===== src/hdl/hpq_pkg.sv =====
// hpq_pkg: shared constants, codes and transaction types of the min-heap priority queue
`default_nettype none
package hpq_pkg;

	localparam int CAPACITY = 64;
	localparam int IDX_W    = $clog2(CAPACITY);
	localparam int CNT_W    = $clog2(CAPACITY + 1);
	localparam int CH_W     = IDX_W + 2;
	localparam int DATA_W   = 32;

	localparam logic OP_PUSH = 1'b0;
	localparam logic OP_POP  = 1'b1;

	localparam logic [1:0] ST_OK    = 2'd0;
	localparam logic [1:0] ST_EMPTY = 2'd1;
	localparam logic [1:0] ST_FULL  = 2'd2;

	typedef struct packed {
		logic                     opcode;
		logic signed [DATA_W-1:0] value;
	} hpq_in_t;

	typedef struct packed {
		logic [1:0]               status;
		logic signed [DATA_W-1:0] popped_value;
		logic signed [DATA_W-1:0] top_value;
		logic [6:0]               entry_count;
		logic                     is_empty;
	} hpq_out_t;

	typedef struct packed {
		logic                     en;
		logic [IDX_W-1:0]         addr;
		logic signed [DATA_W-1:0] data;
	} hpq_wr_t;

endpackage
`default_nettype wire


===== src/hdl/min_heap_priority_queue_top.sv =====
// min_heap_priority_queue_top: sift sequencer with one shared signed comparator
// a push climbs one level at a time and stops early when its parent is not larger; a pop sifts
// down one node at a time; rejects and a pop to empty go straight to done
// one transaction at a time; busy is high from the cycle after acceptance through done
// done is high for one cycle with the result; the receiver cannot stall it
// asynchronous reset empties the heap; entry storage is not cleared
`default_nettype none
module min_heap_priority_queue_top (
	input  wire logic              clk,
	input  wire logic              arst_n,
	input  wire logic              start,
	output logic                   busy,
	input  wire hpq_pkg::hpq_in_t  cmd,
	output logic                   done,
	output hpq_pkg::hpq_out_t      result
);
	import hpq_pkg::*;

	typedef enum logic [3:0] {
		S_IDLE,
		S_PUSH_UP,
		S_PUSH_CMP,
		S_POP_RD,
		S_POP_LD,
		S_DOWN_L,
		S_DOWN_LC,
		S_DOWN_RC,
		S_DOWN_MV,
		S_DONE
	} state_t;

	state_t                   state_q;
	logic [CNT_W-1:0]         count_q;
	logic [IDX_W-1:0]         idx_q;
	logic [IDX_W-1:0]         best_idx_q;
	logic                     best_child_q;
	logic signed [DATA_W-1:0] cur_q;
	logic signed [DATA_W-1:0] best_val_q;
	logic signed [DATA_W-1:0] top_q;
	logic signed [DATA_W-1:0] popped_q;
	logic [1:0]               status_q;

	hpq_wr_t                  wr;
	logic [IDX_W-1:0]         raddr;
	logic signed [DATA_W-1:0] rdata;
	logic signed [DATA_W-1:0] cmp_a;
	logic signed [DATA_W-1:0] cmp_b;
	logic                     lt;
	logic [IDX_W-1:0]         parent;
	logic [CH_W-1:0]          left;
	logic [CH_W-1:0]          right;
	logic [CH_W-1:0]          n_ext;
	logic                     has_left;
	logic                     has_right;

	hpq_ram u_ram (
		.clk   (clk),
		.wr    (wr),
		.raddr (raddr),
		.rdata (rdata)
	);

	assign parent    = (idx_q - IDX_W'(1)) >> 1;
	assign left      = {1'b0, idx_q, 1'b1};
	assign right     = left + CH_W'(1);
	assign n_ext     = CH_W'(count_q);
	assign has_left  = left < n_ext;
	assign has_right = right < n_ext;

	// shared comparator
	always_comb begin
		unique case (state_q)
			S_PUSH_CMP: begin
				cmp_a = cur_q;
				cmp_b = rdata;
			end
			S_DOWN_LC: begin
				cmp_a = rdata;
				cmp_b = cur_q;
			end
			default: begin
				cmp_a = rdata;
				cmp_b = best_val_q;
			end
		endcase
	end
	assign lt = cmp_a < cmp_b;

	// ram control
	always_comb begin
		wr    = '0;
		raddr = '0;
		unique case (state_q)
			S_PUSH_UP: begin
				if (idx_q == '0) begin
					wr.en   = 1'b1;
					wr.addr = idx_q;
					wr.data = cur_q;
				end else begin
					raddr = parent;
				end
			end
			S_PUSH_CMP: begin
				wr.en   = 1'b1;
				wr.addr = idx_q;
				wr.data = lt ? rdata : cur_q;
			end
			S_POP_RD: begin
				raddr = count_q[IDX_W-1:0];
			end
			S_DOWN_L: begin
				if (has_left) begin
					raddr = left[IDX_W-1:0];
				end else begin
					wr.en   = 1'b1;
					wr.addr = idx_q;
					wr.data = cur_q;
				end
			end
			S_DOWN_LC: begin
				raddr = right[IDX_W-1:0];
			end
			S_DOWN_MV: begin
				wr.en   = 1'b1;
				wr.addr = idx_q;
				wr.data = best_child_q ? best_val_q : cur_q;
			end
			default: begin
			end
		endcase
	end

	always_ff @(posedge clk or negedge arst_n) begin
		if (!arst_n) begin
			state_q      <= S_IDLE;
			count_q      <= '0;
			idx_q        <= '0;
			best_idx_q   <= '0;
			best_child_q <= 1'b0;
			cur_q        <= '0;
			best_val_q   <= '0;
			top_q        <= '0;
			popped_q     <= '0;
			status_q     <= ST_OK;
		end else begin
			if (wr.en && wr.addr == '0) begin
				top_q <= wr.data;
			end
			unique case (state_q)
				S_IDLE: begin
					if (start) begin
						if (cmd.opcode == OP_PUSH) begin
							popped_q <= '0;
							if (count_q == CNT_W'(CAPACITY)) begin
								status_q <= ST_FULL;
								state_q  <= S_DONE;
							end else begin
								status_q <= ST_OK;
								cur_q    <= cmd.value;
								idx_q    <= count_q[IDX_W-1:0];
								count_q  <= count_q + CNT_W'(1);
								state_q  <= S_PUSH_UP;
							end
						end else begin
							if (count_q == '0) begin
								popped_q <= '0;
								status_q <= ST_EMPTY;
								state_q  <= S_DONE;
							end else begin
								status_q <= ST_OK;
								popped_q <= top_q;
								count_q  <= count_q - CNT_W'(1);
								state_q  <= (count_q == CNT_W'(1)) ? S_DONE : S_POP_RD;
							end
						end
					end
				end
				S_PUSH_UP: begin
					state_q <= (idx_q == '0) ? S_DONE : S_PUSH_CMP;
				end
				S_PUSH_CMP: begin
					if (lt) begin
						idx_q   <= parent;
						state_q <= S_PUSH_UP;
					end else begin
						state_q <= S_DONE;
					end
				end
				S_POP_RD: begin
					state_q <= S_POP_LD;
				end
				S_POP_LD: begin
					cur_q   <= rdata;
					idx_q   <= '0;
					state_q <= S_DOWN_L;
				end
				S_DOWN_L: begin
					state_q <= has_left ? S_DOWN_LC : S_DONE;
				end
				S_DOWN_LC: begin
					best_child_q <= lt;
					best_idx_q   <= left[IDX_W-1:0];
					best_val_q   <= lt ? rdata : cur_q;
					state_q      <= has_right ? S_DOWN_RC : S_DOWN_MV;
				end
				S_DOWN_RC: begin
					if (lt) begin
						best_child_q <= 1'b1;
						best_idx_q   <= right[IDX_W-1:0];
						best_val_q   <= rdata;
					end
					state_q <= S_DOWN_MV;
				end
				S_DOWN_MV: begin
					if (best_child_q) begin
						idx_q   <= best_idx_q;
						state_q <= S_DOWN_L;
					end else begin
						state_q <= S_DONE;
					end
				end
				S_DONE: begin
					state_q <= S_IDLE;
				end
				default: begin
					state_q <= S_IDLE;
				end
			endcase
		end
	end

	assign busy = state_q != S_IDLE;
	assign done = state_q == S_DONE;

	always_comb begin
		result.status       = status_q;
		result.popped_value = popped_q;
		result.top_value    = (count_q != '0) ? top_q : '0;
		result.entry_count  = 7'(count_q);
		result.is_empty     = count_q == '0;
	end

	a_count_bound: assert property (@(posedge clk) disable iff (!arst_n)
		count_q <= CNT_W'(CAPACITY))
		else $error("entry count above capacity");

	a_done_single: assert property (@(posedge clk) disable iff (!arst_n)
		done |=> !done)
		else $error("done held longer than one cycle");

	a_accept_busy: assert property (@(posedge clk) disable iff (!arst_n)
		start && !busy |=> busy)
		else $error("transaction accepted without going busy");

	a_write_in_range: assert property (@(posedge clk) disable iff (!arst_n)
		wr.en |-> CNT_W'(wr.addr) < count_q)
		else $error("heap write outside live entries");

	a_full_count: assert property (@(posedge clk) disable iff (!arst_n)
		done && status_q == ST_FULL |-> count_q == CNT_W'(CAPACITY))
		else $error("full status with heap not full");

endmodule
`default_nettype wire


===== src/hdl/hpq_ram.sv =====
// hpq_ram: heap entry storage, one write port and one registered read port
`default_nettype none
module hpq_ram (
	input  wire logic                             clk,
	input  wire hpq_pkg::hpq_wr_t                 wr,
	input  wire logic [hpq_pkg::IDX_W-1:0]        raddr,
	output logic signed [hpq_pkg::DATA_W-1:0]     rdata
);
	import hpq_pkg::*;

	logic signed [DATA_W-1:0] mem [CAPACITY];

	always_ff @(posedge clk) begin
		if (wr.en) begin
			mem[wr.addr] <= wr.data;
		end
		rdata <= mem[raddr];
	end

endmodule
`default_nettype wire


===== config.mk =====
export PLATFORM = sky130hd
export DESIGN_NAME = min_heap_priority_queue_top
export DESIGN_NICKNAME = d
export VERILOG_FILES = /design/src/hdl/hpq_pkg.sv /design/src/hdl/min_heap_priority_queue_top.sv /design/src/hdl/hpq_ram.sv
export SDC_FILE = /design/constraint.sdc
export NUM_CORES = 2
export LEC_CHECK = 0
export BUFFER_PORTS_ARGS = -buffer_cell sky130_fd_sc_hd__buf_2
export CORE_MARGIN = 2
export CORE_UTILIZATION = 50
export CTS_CLUSTER_DIAMETER = 200
export DETAILED_ROUTE_END_ITERATION = 7
export PLACE_DENSITY = 0.76
export RECOVER_POWER = 50
export SYNTH_ARGS = -nofsm -noshare
export SYNTH_HDL_FRONTEND = slang
export SYNTH_SLANG_ARGS = --single-unit
export TNS_END_PERCENT = 50

===== constraint.sdc =====
create_clock -name clk -period 15.1 [get_ports clk]
set_clock_uncertainty 0.2 [all_clocks]
set_input_delay 2.265 -clock clk [delete_from_list [all_inputs] [get_ports clk]]
set_output_delay 2.265 -clock clk [all_outputs]
set_load 0.03 [all_outputs]

==> impl_metrics.env <==
export IMPL_status="complete, but fails checks"
export IMPL_violations="capacitance limit, slew limit"
export IMPL_crit_fanout=52
export IMPL_grt_max_degree=194
export IMPL_cp_cell_sequence="clkbuf_1 > nor2_1 > nand2_1 > clkbuf_1 > nand2_1 > a21oi_1 > nor2_1 > nor2_1 > nand2_1 > clkbuf_1 > nor2_1 > clkbuf_1"
export IMPL_cts_hold_buf=0
export IMPL_clk_pin_slew_worst_paths_ns=0.07
export IMPL_first_iter_violations=11970
export IMPL_clockBufferDepth=3
export IMPL_critPathLaunchType="flop"
export IMPL_wl_per_cell_um=28.94
export IMPL_num_fill_cells=14150
export IMPL_holdWs_ns=0.2912
export IMPL_ys_ff_latch=2234
export IMPL_rows=157
export IMPL_r2r_slack_ns=4.77
export IMPL_synthCells=7036
export IMPL_placed_area_um2=95630
export IMPL_clkPwrFrac_pct=21.1
export IMPL_arrival_ns=10.57
export IMPL_ctsResizeCount=0
export IMPL_finish_net_count=7084
export IMPL_r2r_end="u_ram.mem[33][14]"
export IMPL_yosysSeqAreaShare_pct=71.60
export IMPL_area_growth_pct=10.67
export IMPL_crit_required_ns=15.34
export IMPL_viasPerCell=6.607
export IMPL_synthArstFlopShare_pct=6.893
export IMPL_p_sw_w=0.01111
export IMPL_worstHoldStart="status_q[0]"
export IMPL_vias=63700
export IMPL_setup_tns_ns=0
export IMPL_holdPathEnd="status_q[0]"
export IMPL_cts_setup_buffers=0
export IMPL_switching_share_pct=44.66
export IMPL_tritoncts="yes"
export IMPL_synth_most_common_cell="edfxtp_1"
export IMPL_finalSetupViolCount=0
export IMPL_place_congestion=0.9165
export IMPL_fin_crit_ns=10.33
export IMPL_grt_pass1_wl_um=403500
export IMPL_grt_usage_pct=29.19
export IMPL_coreArea_um2=183100
export IMPL_grt_pass1_vias=60440
export IMPL_yosys_area_top_type="edfxtp_1"
export IMPL_cts_sinks=2234
export IMPL_die_width_um=433.4
export IMPL_syn_area_um2=92170
export IMPL_synth_edf_count=2048
export IMPL_fin_area_um2=102000
export IMPL_synth_area_top_cells="edfxtp_1 (67%), nand2_1 (7.0%), dfrtp_1 (4.2%)"
export IMPL_grt_antenna_before_repair=23
export IMPL_p_comb_share_pct=44.8
export IMPL_cts_htree_levels=4
export IMPL_final_max_slew_viol_count=2480
export IMPL_slew_headroom_pct=-192.1
export IMPL_dpl_hpwl_um=148100
export IMPL_power_share_sequential_pct=34.1
export IMPL_powerDensity_nw_per_um2=244.0
export IMPL_synth_top_area_share_pct=66.72
export IMPL_hold_violations=0
export IMPL_ys_top_cells_by_count="edfxtp_1 (2048), nand2_1 (1716), nand3_1 (617)"
export IMPL_reg2reg_depth=12
export IMPL_wirelength_um=279100
export IMPL_cts_buffers=208
export IMPL_worst_setup_path_end_kind="flop"
export IMPL_root_buffer="clkbuf_16"
export IMPL_vdd_drop_max_mv=0.2881
export IMPL_worst_path_largest_cell_delay_ns=2.50
export IMPL_maxCapViolCount=75
export IMPL_grt_overflow=0
export IMPL_tightest_slew_ns=4.381
export IMPL_syn_num_nets=7120
export IMPL_synth_distinct_cells=83
export IMPL_clk_latency_ns=0.89
export IMPL_r2r_start="state_q[2]"
export IMPL_initial_core_util_pct=50.35
export IMPL_leakagePower_nw=35.60
export IMPL_pin_count=112
export IMPL_max_freq_mhz=96.79
export IMPL_drt_pass1_iterations=8
export IMPL_min_path_cells=2
export IMPL_crit_family="buffers and inverters"
export IMPL_worst_path_buf_inv=4
export IMPL_cp_slowest_cell="clkbuf_1"
export IMPL_detail_route_antenna_nets=0
export IMPL_die_h_um=433.4
export IMPL_p_int_w=0.01377
export IMPL_numPortBuffers=111
export IMPL_critPathKind="flop to flop"
export IMPL_dieArea_um2=187800
export IMPL_hold_path_class="flop to flop"
export IMPL_drcViolationCount=0
export IMPL_fin_crit_sh_pct=68.42
export IMPL_final_core_util_pct=55.72
export IMPL_synthFlopType="edfxtp_1"
export IMPL_final_layout_size_suffix_gt1_share_pct=8.787
export IMPL_yosysWarnings=0
export IMPL_syn_avg_cell_area_um2=13.10
export IMPL_rsz0062_at_grt="false"
registers in the layout, summed over array words and instances, names as in the netlist, 4 cells and up:
signal       flops
count_q          7
cur_q           32
u_ram.mem     2048
best_val_q      32
state_q          4
u_ram.rdata     32
idx_q            6
top_q           32
popped_q        32
best_idx_q       6
power groups by stage:
stage	clock [W]	sequential, W	combinational (W)
6_report	0.00526	0.00849	0.0111
2_1_floorplan	0	0.00848	0.00665
3_5_place_dp	0	0.00857	0.0107
4_1_cts	0.00527	0.00844	0.0108
5_1_grt	0.00550	0.00851	0.0116
3_3_place_gp	0	0.00854	0.0106
cell type report:
class                           count  area (µm²)  area share, %
Inverter                           17       71.32        0.06992
Antenna cell                        7       17.52        0.01717
Sequential cell                  2234       65990          64.70
Clock buffer                      263        5542          5.433
Timing Repair Buffer              289        1603          1.571
Tap cell                         2464        3083          3.022
Clock inverter                    117        1256          1.232
Multi-Input combinational cell   4250       24440          23.96
worst reg2reg max path, delay by kind of cell, from the launching register on:
family	cells	cell delay (ns)
buffers and inverters	4	6.17
and+or+nand+nor	7	2.66
DFF	1	0.35
AOI/OAI and AO/OA	1	0.53
cell families after synthesis:
group	synth area share (%)
xor gates and xnor gates	0.1520
buffers and inverters	2.522
DFF	71.60
AOI/OAI and AO/OA	8.673
adders and majority gates	0.6516
muxes	0.8077
and+or+nand+nor	15.60
cells in the final DEF (no fill, tap or decap), types with 95 or more instances in the layout:
cell type and instances:
a211oi_1 290, dfrtp_1 153, clkbuf_1 164, nand2_1 1713
clkbuf_16 210, buf_4 99, nand3_1 616, o22ai_1 95
nand4_1 390, o211a_1 257, edfxtp_1 2048
metal layers:
metal / GRT usage, % / vias to the layer above / share of wire (%)
li1: - / 26590 / -
met1: 39.24 / 31260 / 35
met2: 43.01 / 5037 / 44
met3: 7.351 / 796 / 14
met4: 17.45 / 14 / 6.6
met5: 0 / - / 0.038
worst max-delay path by stage:
stage / slack, ns / from / end / cells past startpoint
3_3_place_gp: 8.28 / idx_q[1] / u_ram.rdata[11] / 13
3_5_place_dp: 8.03 / idx_q[1] / u_ram.rdata[11] / 13
6_report: 4.77 / state_q[2] / u_ram.mem[33][14] / 12
2_1_floorplan: 9.96 / idx_q[1] / u_ram.mem[0][0] / 14
5_1_grt: 4.44 / state_q[2] / u_ram.mem[25][27] / 12
4_1_cts: 8.00 / idx_q[1] / u_ram.rdata[11] / 13
metrics by stage:
step	cells	total power, W	setup WS, ns
after floorplan	7036	0.01513	9.958
after global placement	9254	0.01910	8.277
after detailed placement	9254	0.01931	8.033
after CTS	9634	0.02451	8.005
after global routing	9638	0.02565	4.437
final	9641	0.02488	4.768
No activity file was read; power rests on OpenSTA's default activity.
